<file path="src/rtl/kbcu_pkg.sv">
// ----------------------------------------------------------------------------
// kbcu_pkg
// Shared types, constants and helpers for the k-bit chunk unpacker.
// ----------------------------------------------------------------------------
package kbcu_pkg;

  localparam int BYTE_W   = 8;
  localparam int WIDTH_W  = 4;
  localparam int LO_W     = 7;   // leftover bits held between bytes
  localparam int LO_CNT_W = 3;
  localparam int ACC_W    = 15;  // leftover plus one new byte
  localparam int NBITS_W  = 4;

  localparam logic [WIDTH_W-1:0] CHUNK_WIDTH_RESET = 4'd1;
  localparam logic [WIDTH_W-1:0] CHUNK_WIDTH_MIN   = 4'd1;
  localparam logic [WIDTH_W-1:0] CHUNK_WIDTH_MAX   = 4'd8;

  // register index, taken from the word address
  localparam logic REG_CHUNK_WIDTH = 1'b0;

  // one queued request
  typedef struct packed {
    logic [BYTE_W-1:0] msg_byte;
    logic              last_byte;
  } q_item_t;

  // configuration seen by the back end
  typedef struct packed {
    logic [WIDTH_W-1:0] k;      // effective chunk width, 1..8
    logic               clear;  // drop leftover bits
  } cfg_ctl_t;

  // queue head towards the back end
  typedef struct packed {
    logic    valid;
    q_item_t item;
  } q_head_t;

  function automatic logic [WIDTH_W-1:0] eff_width(input logic [WIDTH_W-1:0] w);
    logic [WIDTH_W-1:0] r;
    if (w < CHUNK_WIDTH_MIN) begin
      r = CHUNK_WIDTH_MIN;
    end else if (w > CHUNK_WIDTH_MAX) begin
      r = CHUNK_WIDTH_MAX;
    end else begin
      r = w;
    end
    return r;
  endfunction

endpackage

</file>
<file path="src/rtl/k_bit_chunk_unpacker.sv">
// ----------------------------------------------------------------------------
// k_bit_chunk_unpacker
// LSB-first byte to k-bit chunk gearbox with APB-style width register.
// ----------------------------------------------------------------------------
// Message bytes enter through a two-entry queue and are cut into chunks of
// chunk_width bits (1 to 8, out-of-range values clamp), oldest bit first.
// The gearbox shift register produces one chunk per cycle while the output
// register is free or being read. A byte yields ceil((leftover + 8) / width)
// chunks if it is the last byte of a message, floor((leftover + 8) / width)
// otherwise: one chunk per byte at width 8, eight at width 1. New bytes
// are accepted while earlier chunks are still being produced or wait in the
// output register. The final chunk of a message carries out_tlast; a short
// remainder goes out zero-extended. Writing chunk_width drops any leftover
// bits and must only happen while the block is idle. No clearing pass.
// ----------------------------------------------------------------------------
module k_bit_chunk_unpacker (
  input  logic        clk,
  input  logic        rst_n,
  // input stream
  input  logic        in_tvalid,
  output logic        in_tready,
  input  logic [7:0]  in_tdata,   // [7:0] msg_byte
  input  logic        in_tlast,   // last_byte
  // result stream
  output logic        out_tvalid,
  input  logic        out_tready,
  output logic [7:0]  out_tdata,  // [7:0] chunk
  output logic        out_tlast,  // chunk_last
  // configuration
  input  logic        cfg_psel,
  input  logic        cfg_penable,
  input  logic        cfg_pwrite,
  input  logic [2:0]  cfg_paddr,
  input  logic [31:0] cfg_pwdata,
  output logic [31:0] cfg_prdata,
  output logic        cfg_pready
);
  import kbcu_pkg::*;

  cfg_ctl_t cfg_ctl;
  q_item_t  in_item;
  q_head_t  head;
  logic     pop;

  assign in_item.msg_byte  = in_tdata;
  assign in_item.last_byte = in_tlast;

  kbcu_regs u_regs (
    .clk     (clk),
    .rst_n   (rst_n),
    .psel    (cfg_psel),
    .penable (cfg_penable),
    .pwrite  (cfg_pwrite),
    .paddr   (cfg_paddr),
    .pwdata  (cfg_pwdata),
    .prdata  (cfg_prdata),
    .pready  (cfg_pready),
    .cfg_ctl (cfg_ctl)
  );

  kbcu_front u_front (
    .clk      (clk),
    .rst_n    (rst_n),
    .in_valid (in_tvalid),
    .in_ready (in_tready),
    .in_item  (in_item),
    .head     (head),
    .pop      (pop)
  );

  kbcu_back u_back (
    .clk       (clk),
    .rst_n     (rst_n),
    .cfg_ctl   (cfg_ctl),
    .head      (head),
    .pop       (pop),
    .out_valid (out_tvalid),
    .out_ready (out_tready),
    .out_chunk (out_tdata),
    .out_last  (out_tlast)
  );

endmodule

</file>
<file path="src/rtl/kbcu_regs.sv">
// ----------------------------------------------------------------------------
// kbcu_regs
// APB-style register port holding the chunk width.
// ----------------------------------------------------------------------------
module kbcu_regs (
  input  logic                  clk,
  input  logic                  rst_n,
  input  logic                  psel,
  input  logic                  penable,
  input  logic                  pwrite,
  input  logic [2:0]            paddr,
  input  logic [31:0]           pwdata,
  output logic [31:0]           prdata,
  output logic                  pready,
  output kbcu_pkg::cfg_ctl_t    cfg_ctl
);
  import kbcu_pkg::*;

  logic [WIDTH_W-1:0] chunk_width_r;
  logic [WIDTH_W-1:0] chunk_width_nxt;
  logic               wr_en;

  assign pready = 1'b1;
  assign wr_en  = psel && penable && pwrite && (paddr[2] == REG_CHUNK_WIDTH);

  always_comb begin
    chunk_width_nxt = chunk_width_r;
    if (wr_en) begin
      chunk_width_nxt = pwdata[WIDTH_W-1:0];
    end
  end

  always_ff @(posedge clk) begin
    if (!rst_n) begin
      chunk_width_r <= CHUNK_WIDTH_RESET;
    end else begin
      chunk_width_r <= chunk_width_nxt;
    end
  end

  always_comb begin
    prdata = 32'd0;
    if (paddr[2] == REG_CHUNK_WIDTH) begin
      prdata = {{(32-WIDTH_W){1'b0}}, chunk_width_r};
    end
  end

  assign cfg_ctl.k     = eff_width(chunk_width_r);
  assign cfg_ctl.clear = wr_en;

endmodule

</file>
<file path="src/rtl/kbcu_front.sv">
// ----------------------------------------------------------------------------
// kbcu_front
// Accepts message bytes into a two-entry queue ahead of the gearbox.
// ----------------------------------------------------------------------------
module kbcu_front (
  input  logic               clk,
  input  logic               rst_n,
  input  logic               in_valid,
  output logic               in_ready,
  input  kbcu_pkg::q_item_t  in_item,
  output kbcu_pkg::q_head_t  head,
  input  logic               pop
);
  import kbcu_pkg::*;

  q_item_t    mem_r [2];
  logic       wr_ptr_r, wr_ptr_nxt;
  logic       rd_ptr_r, rd_ptr_nxt;
  logic [1:0] count_r, count_nxt;
  logic       push;
  logic       do_pop;

  assign in_ready = (count_r != 2'd2);
  assign push     = in_valid && in_ready;
  assign do_pop   = pop && (count_r != 2'd0);

  assign head.valid = (count_r != 2'd0);
  assign head.item  = mem_r[rd_ptr_r];

  always_comb begin
    wr_ptr_nxt = push   ? ~wr_ptr_r : wr_ptr_r;
    rd_ptr_nxt = do_pop ? ~rd_ptr_r : rd_ptr_r;
    count_nxt  = count_r;
    if (push && !do_pop) begin
      count_nxt = count_r + 2'd1;
    end else if (do_pop && !push) begin
      count_nxt = count_r - 2'd1;
    end
  end

  always_ff @(posedge clk) begin
    if (!rst_n) begin
      wr_ptr_r <= 1'b0;
      rd_ptr_r <= 1'b0;
      count_r  <= 2'd0;
    end else begin
      wr_ptr_r <= wr_ptr_nxt;
      rd_ptr_r <= rd_ptr_nxt;
      count_r  <= count_nxt;
    end
  end

  always_ff @(posedge clk) begin
    if (push) begin
      mem_r[wr_ptr_r] <= in_item;
    end
  end

endmodule

</file>
<file path="src/rtl/kbcu_back.sv">
// ----------------------------------------------------------------------------
// kbcu_back
// Gearbox: splits queued bytes into chunks, one chunk per cycle while the
// output register is free or being read; chunks go into that register.
// ----------------------------------------------------------------------------
module kbcu_back (
  input  logic                      clk,
  input  logic                      rst_n,
  input  kbcu_pkg::cfg_ctl_t        cfg_ctl,
  input  kbcu_pkg::q_head_t         head,
  output logic                      pop,
  output logic                      out_valid,
  input  logic                      out_ready,
  output logic [kbcu_pkg::BYTE_W-1:0] out_chunk,
  output logic                      out_last
);
  import kbcu_pkg::*;

  logic [ACC_W-1:0]   acc_r, acc_nxt;
  logic [NBITS_W-1:0] n_r, n_nxt;
  logic               last_r, last_nxt;
  logic               busy_r, busy_nxt;
  logic               ov_r, ov_nxt;
  logic [BYTE_W-1:0]  od_r, od_nxt;
  logic               ol_r, ol_nxt;

  logic [WIDTH_W-1:0] k;
  logic [BYTE_W-1:0]  mask;
  logic               emit_ok;
  logic               has_full;
  logic [NBITS_W-1:0] n_after;
  logic [ACC_W-1:0]   acc_after;
  logic               more;
  logic               done;
  logic               load;
  logic [LO_W-1:0]    lo_bits;
  logic [LO_CNT_W-1:0] lo_cnt;

  assign k    = cfg_ctl.k;
  assign mask = 8'hFF >> (4'd8 - k);

  assign emit_ok   = busy_r && (!ov_r || out_ready);
  assign has_full  = (n_r >= k);
  assign n_after   = has_full ? (n_r - k) : '0;
  assign acc_after = acc_r >> k;
  // another chunk follows: a full one, or a partial one on the last byte
  assign more      = (n_after >= k) || (last_r && (n_after != '0));
  assign done      = emit_ok && !more;
  assign load      = head.valid && (!busy_r || done) && !cfg_ctl.clear;
  assign pop       = load;

  always_comb begin
    if (busy_r) begin
      lo_bits = last_r ? '0 : acc_after[LO_W-1:0];
      lo_cnt  = last_r ? '0 : n_after[LO_CNT_W-1:0];
    end else begin
      lo_bits = acc_r[LO_W-1:0];
      lo_cnt  = n_r[LO_CNT_W-1:0];
    end
  end

  always_comb begin
    acc_nxt  = acc_r;
    n_nxt    = n_r;
    last_nxt = last_r;
    busy_nxt = busy_r;
    if (cfg_ctl.clear) begin
      acc_nxt  = '0;
      n_nxt    = '0;
      last_nxt = 1'b0;
      busy_nxt = 1'b0;
    end else if (load) begin
      acc_nxt  = {{(ACC_W-LO_W){1'b0}}, lo_bits}
               | ({{(ACC_W-BYTE_W){1'b0}}, head.item.msg_byte} << lo_cnt);
      n_nxt    = {1'b0, lo_cnt} + 4'd8;
      last_nxt = head.item.last_byte;
      busy_nxt = 1'b1;
    end else if (done) begin
      acc_nxt  = {{(ACC_W-LO_W){1'b0}}, lo_bits};
      n_nxt    = {1'b0, lo_cnt};
      busy_nxt = 1'b0;
    end else if (emit_ok) begin
      acc_nxt = acc_after;
      n_nxt   = n_after;
    end
  end

  always_comb begin
    ov_nxt = ov_r;
    od_nxt = od_r;
    ol_nxt = ol_r;
    if (emit_ok) begin
      ov_nxt = 1'b1;
      od_nxt = acc_r[BYTE_W-1:0] & mask;
      ol_nxt = last_r && (n_after == '0);
    end else if (out_ready) begin
      ov_nxt = 1'b0;
    end
  end

  always_ff @(posedge clk) begin
    if (!rst_n) begin
      acc_r  <= '0;
      n_r    <= '0;
      last_r <= 1'b0;
      busy_r <= 1'b0;
      ov_r   <= 1'b0;
    end else begin
      acc_r  <= acc_nxt;
      n_r    <= n_nxt;
      last_r <= last_nxt;
      busy_r <= busy_nxt;
      ov_r   <= ov_nxt;
    end
  end

  always_ff @(posedge clk) begin
    od_r <= od_nxt;
    ol_r <= ol_nxt;
  end

  assign out_valid = ov_r;
  assign out_chunk = od_r;
  assign out_last  = ol_r;

  // a freshly loaded byte always holds at least eight bits
  a_load_bits: assert property (@(posedge clk) disable iff (!rst_n)
    load |=> (busy_r && (n_r >= 4'd8)))
    else $error("loaded byte without eight bits");

  // a busy gearbox short of a full chunk must owe a final partial one
  a_partial_only_last: assert property (@(posedge clk) disable iff (!rst_n)
    (busy_r && !has_full) |-> (last_r && (n_r != '0)))
    else $error("busy with nothing to emit");

  // leftover between bytes is always shorter than one chunk
  a_leftover_short: assert property (@(posedge clk) disable iff (!rst_n)
    !busy_r |-> (n_r < k))
    else $error("leftover not shorter than a chunk");

  // every emitted chunk lands in the output register
  a_emit_reg: assert property (@(posedge clk) disable iff (!rst_n)
    emit_ok |=> ov_r)
    else $error("emitted chunk lost");

endmodule
</file>
<file path="config.mk">
export PLATFORM = sky130hd
export DESIGN_NAME = k_bit_chunk_unpacker
export DESIGN_NICKNAME = d
export VERILOG_FILES = /design/src/rtl/kbcu_pkg.sv /design/src/rtl/k_bit_chunk_unpacker.sv /design/src/rtl/kbcu_regs.sv /design/src/rtl/kbcu_front.sv /design/src/rtl/kbcu_back.sv
export SDC_FILE = /design/constraint.sdc
export NUM_CORES = 1
export LEC_CHECK = 0
export ABC_AREA = 1
export BUFFER_PORTS_ARGS = -buffer_cell sky130_fd_sc_hd__buf_2
export CORE_ASPECT_RATIO = 1.4
export CORE_MARGIN = 2
export CORE_UTILIZATION = 55
export CTS_CLUSTER_SIZE = 10
export DETAILED_ROUTE_END_ITERATION = 6
export GPL_TIMING_DRIVEN = 0
export HOLD_SLACK_MARGIN = 0.02
export PLACE_DENSITY_LB_ADDON = 0.08
export RECOVER_POWER = 25
export SETUP_SLACK_MARGIN = 0.15
export SLEW_MARGIN = 20
export SYNTH_ARGS = -nofsm -noshare
export SYNTH_HDL_FRONTEND = slang
export SYNTH_SLANG_ARGS = --single-unit
</file>
<file path="constraint.sdc">
create_clock -name clk -period 4 [get_ports clk]
set_input_delay 0.4 -clock clk [delete_from_list [all_inputs] [get_ports clk]]
set_output_delay 0.4 -clock clk [all_outputs]
set_load 0.02 [all_outputs]
</file>
## Word-level counts from Yosys, hierarchy flattened

Memories as Yosys holds them, arrays and structs flattened. A register that Yosys moved wholly into a read port is not among the register bits.
Index checks and enable logic that the tools add are counted.

| storage, ports and cells | value |
|---|---|
| register bits | 39 |
| memories | 1 |
| output and inout port bits | 44 |
| word-level logic and storage cells | 85 |
| input port bits | 51 |
| bits in writable memories | 18 |

| operators by class | value |
|---|---|
| reductions and logical operators | 30 |
| equality and inequality tests | 1 |
| bitwise logic cells | 6 |
| $lt $le $gt $ge | 4 |
| mux-type cells | 24 |
| add/subtract/negate cells | 5 |
| shift-type cells | 3 |

Memory list:

| name | words | width | rd ports | clocked after Yosys merged registers in | write ports | RTL line | RTL |
|---|---|---|---|---|---|---|---|
| u_front.mem_r | 2 | 9 | 1 | 1 | 1 | kbcu_front.sv:16 | `q_item_t mem_r [2];` |

Operator list:

| cell | count |
|---|---|
| 15-bit 2-to-1 mux | 3 |
| 4-bit 2-to-1 mux | 7 |
| 7-bit by 15-bit bitwise OR with 15-bit output | 1 |
| 8-bit by 3-bit << shifter with 15-bit output | 1 |
| 15-bit by 4-bit >> shifter with 15-bit output | 1 |
| 7-bit 2-to-1 mux | 2 |
| 1-bit logical AND | 13 |
| 8-bit AND | 1 |
| 4-bit >= comparator | 2 |
| 1-bit 2-to-1 mux | 8 |
| 2-bit nonzero test | 4 |
| 8-bit by 4-bit >> shifter with 8-bit output (first input constant) | 1 |
| 1-bit logical NOT | 6 |
| 3-bit 2-to-1 mux | 2 |
| 3-bit by 4-bit adder with 4-bit output (second input constant) | 1 |
| 4-bit greater-than comparator (second input constant) | 1 |
| 4-bit logical NOT | 1 |
| 4-bit by 1-bit < comparator with 1-bit output (second input constant) | 1 |
| 2-bit 2-to-1 mux | 2 |
| 1-bit inverter | 4 |
| 4-bit nonzero test | 1 |
| 4-bit subtractor | 1 |
| 4-bit subtractor (first input constant) | 1 |
| 1-bit logical OR | 3 |
| other kinds (5) | 5 |

## Logic depth before layout (Yosys ltp)

| depth | value |
|---|---|
| depth after elaboration | 17 |
| depth in mapped cells | 27 |
| gate-level depth less buffers | 25 |

## Hierarchy

From an unflattened synthesis, not the netlist that was laid out.

| unflattened totals | value |
|---|---|
| cell total of the unflattened synthesis | 638 |
| area, all modules | 4359.2 µm² |

Modules (own cells, without submodules):

| module | seq. area each (µm²) | area an instance (µm²) | cells each | times used |
|---|---|---|---|---|
| kbcu_back | 710.7 | 2976.6 | 499 | 1 |
| kbcu_front | 640.6 | 907.1 | 65 | 1 |
| kbcu_regs | 80.1 | 475.5 | 74 | 1 |

## Worst setup path after synthesis

Ideal clock, no wire load.

| timing path | value |
|---|---|
| path type | register to register |
| start point | reg u_regs.chunk_width_r[2] |
| end point | reg u_front.count_r[1] |
| required time | 3.878 ns |
| buffers on the path | 2 |
| arrival time | 3.538 ns |
| clock period less this slack | 3.660 ns |
| setup time | 0.122 ns |
| cell stages (with the launch flop) | 25 |
| slack | 0.340 ns |
| cells stage by stage | dfxtp_1 > nor2_1 > nand2_2 > nand2_1 > buf_2 > ha_1 > inv_1 > fa_1 > nand3_1 > nand3_4 > nand2_1 > inv_1 > ha_1 > nand2_1 > inv_1 > nand2_1 > nand3_4 > nand2_1 > nand2_2 > buf_4 > ha_1 > a21oi_1 > o21ai_0 > o21ai_0 > a21oi_1 |

| between the ends | value |
|---|---|
| word-level cells in the longest chain between the ends | 17 |
| elaborated cells on any way between the ends | 22 |
| classes of those cells | add/sub: 1; order compare: 4; mux: 4; reduce/logical: 13 |

RTL lines:

| element | RTL line | RTL |
|---|---|---|
| start, declared | kbcu_regs.sv:19 | `logic [WIDTH_W-1:0] chunk_width_r;` |
| start signal, assigned | kbcu_regs.sv:37 | `chunk_width_r <= chunk_width_nxt;` |
| 4-bit greater-than comparator | kbcu_pkg.sv:43 | `end else if (w > CHUNK_WIDTH_MAX) begin` |
| 4-bit 2-to-1 mux | kbcu_pkg.sv:43 |  |
| 4-bit 2-to-1 mux * | kbcu_pkg.sv:41 | `if (w < CHUNK_WIDTH_MIN) begin` |
| parallel branches: the longest is 4 deep, another holds 4-bit subtractor | n/a |  |
| 1-bit logical OR * | kbcu_back.sv:47 | `assign more = (n_after >= k) \|\| (last_r && (n_after != '0));` |
| 1-bit logical NOT * | kbcu_back.sv:48 | `assign done = emit_ok && !more;` |
| 1-bit logical AND * | kbcu_back.sv:48 |  |
| 1-bit logical OR * | kbcu_back.sv:49 | `assign load = head.valid && (!busy_r \|\| done) && !cfg_ctl.clear;` |
| 1-bit logical AND * (2 in a row) | kbcu_back.sv:49 |  |
| 1-bit logical AND * | kbcu_front.sv:25 | `assign do_pop = pop && (count_r != 2'd0);` |
| 1-bit logical NOT | kbcu_front.sv:34 | `if (push && !do_pop) begin` |
| 1-bit logical AND | kbcu_front.sv:34 |  |
| 2-bit 2-to-1 mux / 2-bit nonzero test (equally long branches) | n/a |  |
| end signal, assigned | kbcu_front.sv:49 | `count_r <= count_nxt;` |
| end, declared | kbcu_front.sv:19 | `logic [1:0] count_r, count_nxt;` |

Mark *: on every way between the ends.
A chain may end at the register's enable or synchronous reset.

## Worst setup path after layout

| timing path | value |
|---|---|
| start point | reg u_regs.chunk_width_r[1] |
| end point | reg u_front.count_r[1] |

The elaborated chain is that of the path after synthesis.

==> results.md <==
Placement:
- The final weighted congestion of routability-driven global placement is 0.9203.
- Buffers placed on the I/O ports in this run total 35.
- The half-perimeter wire length after placement is 9.032 mm.
- The placed cell area is 4598 µm².
- In this run, placement finished with an instance count of 784.

Die:
- The cell row count is 37.
- Measured along the y axis, the die boundary spans 107.4 µm.
- In this run the standard cell core region covers 7361 µm².
- The die covers 8362 µm².
- The starting density of the core is 57.06%.
- The number of I/O pins is 95.
- The die width is 77.86 µm.

Finish:
- Counting the fill cells in the layout gives 687.
- 0 antenna diodes ended up in the layout.
- For this run, the post-layout net count is 763.
- The fraction of layout instances using a drive strength above 1 is 17.96%.
- The count of cells in the finished layout, fillers not included, comes to 804.
- The final design instance area without fill is 4888 µm².
- From synthesis to final layout, the design area changed by 16.38%.

Synth:
- The number of warnings printed during yosys synthesis is 0.
- Synthesis handed over a netlist of 625 instances.
- The average cell area after synthesis is 6.720 µm².
- The mapped netlist covers 4200 µm².
- The flip-flop and latch count after synthesis is 58.
- After synthesis, the share of flip-flops with an asynchronous set or reset is 0%.
- The count of flip-flops with a built-in enable after synthesis is 27.
- In the synthesized netlist the dominant register cell turns out to be dfxtp_1.
- Of the synthesized area, sequential elements account for 34.08%.
- Yosys mapped the design onto 38 distinct sky130hd cell types.

Critical path:
- STA classifies the critical path endpoint as a flop.
- The critical path launch point type is a flop.
- The worst path arrival time is 3860 ps.
- The critical path start-end classification is flop to flop.
- For the worst setup path, the data required time is 4230 ps.
- Of all nets on the critical path, the largest fanout is 11.

Route:
- For this run, design rule violations remaining after detail routing come to 0.
- Using the TritonRoute via totals, the vias-per-cell ratio works out to 5.407.
- Once detail routing completed, the nets flagged for antenna violations numbered 0.
- Summing over every cut layer, the via total after detailed routing is 4347.
- After detailed routing, the total wire length is 11.64 mm.
- The detailed-routing iteration count for the pre-antenna-repair pass is 5.
- The detailed router finished its first iteration with 347 violations.
- The routed wirelength normalized by instance count is 14.48 µm.

Timing:
- Setup repair after global routing left no endpoint under its margin.
- Dividing the final minimum period by the clock period gives 90.82%.
- Setup violations remaining at the end of the flow were counted as 0.
- Measured against its own limit, the worst slew margin works out to 45.70%.
- The total count of max-transition violations in the final report is 0.
- The peak clock frequency supported by timing is 275.3 MHz.
- Counting I/O delays and the setup requirement, the final critical path takes 3633 ps.
- The transition at the pin with the smallest max-transition slack is 811.5 ps.
- The post-route clock skew is 11.04 ps.
- The count of endpoints failing hold in the final timing report came to 0.

Clock network:
- Clock-pin slew was measured on the worst setup and hold paths at 70 ps.
- The library cell used as clock root buffer is clkbuf_8.
- At the later pin of the worst-skew pair, clock insertion delay measures 350 ps.
- The H-tree generated during clock tree synthesis spans 3 levels.
- The clock buffer count from CTS is 9.
- The clock net in this run drives a total of 58 sinks.
- Counting along the longest clock path gives a buffer depth of 2.
- The CTS tree is done.

Power and ir drop:
- The static leakage power is 2.470 nW.
- The design draws 3.745 mW.
- The worst-case IR drop observed on VDD is 0.0005036 V.
- Dividing total power by cell area gives a power density of 766.1 nW/µm².

GRT:
- The initial antenna violation count is 0.
- The overflow left after global routing is 0.
- The via count of the first global-routing pass is 4214.
- The total routing usage reported by global routing is 29.41%.
- The first global-routing pass estimated 18.99 mm of wire.
- The maximum number of pins on one net before global-route repair is 15.

Run:
- Max-cap violations in this run came to 0.

Outcome:
- The run finished with clean final reports.

Min path:
- The path class of the tightest hold or removal check is input pin to flop.
-- logic make-up (layout without fill, tap and decap cells) --
kind of cell / count (synthesis) / count (layout) / synth area share, %
other: 2 / 29 / 0.1788
AND/OR/NAND/NOR: 365 / 365 / 38.49
flip-flops: 58 / 58 / 34.08
adder cells (fa/ha/maj): 10 / 10 / 3.158
AO/OA/AOI/OAI: 66 / 66 / 8.967
XOR/XNOR: 2 / 2 / 0.4171
buffers and inverters: 120 / 175 / 14.24
multiplexers: 2 / 2 / 0.4766
-- worst max-delay path, cell delays in order, from the launching register on --
cell     delay (ps)
dfxtp_4         380
nor2_4          140
nand2_4         110
nand2_4         100
buf_8           140
ha_1            140
inv_1            60
fa_2            550
inv_1            50
nor2_2          160
ha_1            250
nand2_1          70
nand2_1          70
nand2_2         120
nand3_4         100
nand2_2         100
nand2_4          90
buf_8           170
ha_1            310
a21oi_1         120
o21ai_1          90
o21ai_1         130
a21oi_1          50
-- Yosys cell counts, types with 3 or more instances --
cell type    n  share of area [%]
o21ai_0     17                2.0
inv_2        5               0.45
ha_1         9                2.7
clkbuf_1     6               0.54
inv_1       65                5.8
buf_4       34                6.1
and3_1       4               0.60
nor3_1       5               0.60
nand4_1      7                1.0
nand3_1    110                 13
nor2_1      47                4.2
nand3_4      3                1.3
edfxtp_1    27                 19
buf_2        8               0.95
a21oi_1     23                2.7
dfxtp_1     31                 15
nand2_2      4               0.60
o21ai_1     14                1.7
nand2_1    181                 16
-- layer usage --
metal / track usage [%] / vias up / wire (µm)
met1: 30.33 / 1960 / 4325
met5: 0 / - / 0
met2: 54.31 / 204 / 6113
li1: - / 2151 / -
met3: 5.034 / 32 / 726
met4: 18.37 / 0 / 474
-- power by group --
part           internal (mW)  switching [mW]
Combinational          0.798            1.56
Clock                  0.239           0.231
Sequential             0.801           0.111
-- worst paths after layout --
kind	slack [ps]	start	end	depth (start not counted)
worst max-delay path	370	u_regs.chunk_width_r[1]	u_front.count_r[1]	22
worst min-delay path	250	in_tlast	u_front.mem_r[0][0]	1
worst max register to register	370	u_regs.chunk_width_r[1]	u_front.count_r[1]	22
worst min register to register	460	u_front.rd_ptr_r	flop	1
-- layout by cell type (no fill, tap or decap), drive strengths merged --
cell        n
a21oi      25
a22oi       1
a31oi       2
a32o        1
and3        4
buf        77
clkbuf     24
clkinv      3
clkinvlp    1
conb       29
dfxtp      31
edfxtp     27
fa          1
ha          9
inv        70
mux2i       2
nand2     185
nand3     113
nand4       7
nor2       48
nor3        5
nor4        1
o211ai      1
o21a        1
o21ai      32
o21bai      2
o22ai       1
or2         2
xor2        2
-- per-stage QoR --
stage               utilization [%]  TNS (ps)  setup WS (ps)  hold slack (ps)
floorplan                         -         0          339.9            425.5
global placement              62.47    -545.2         -369.0            432.7
detailed placement            62.47    -650.5         -446.8            450.8
CTS                           65.51         0          155.8            235.4
global route                  66.41         0          148.3            238.0
finish                        66.41         0          367.2            245.5
-- layout make-up --
type	count	area (µm²)	area share (%)
Multi-Input combinational cell	474	2337	47.81
Sequential cell	58	1439	29.43
Buffer	49	359.1	7.346
Inverter	71	267.8	5.477
Timing Repair Buffer	39	200.2	4.095
Clock buffer	13	148.9	3.046
Tap cell	97	121.4	2.483
Clock inverter	3	15.01	0.3071
-- sequential cells by signal, indices dropped and copies added, names as in the netlist, 2 cells and up, named ones only --
signal	cells
u_front.mem_r	18
u_regs.chunk_width_r	4
u_back.acc_r	15
u_back.out_chunk	8
u_front.count_r	2
u_back.n_r	4
-- what timing repair did --
item | in CTS | in global routing
setup endpoints to repair | 21 | 2
resized for setup | 17 | 18
hold buffers | 0 | 0
pin swaps | 3 | 2
buffers inserted | 1 | 3
(Power assumes the default switching activity.)
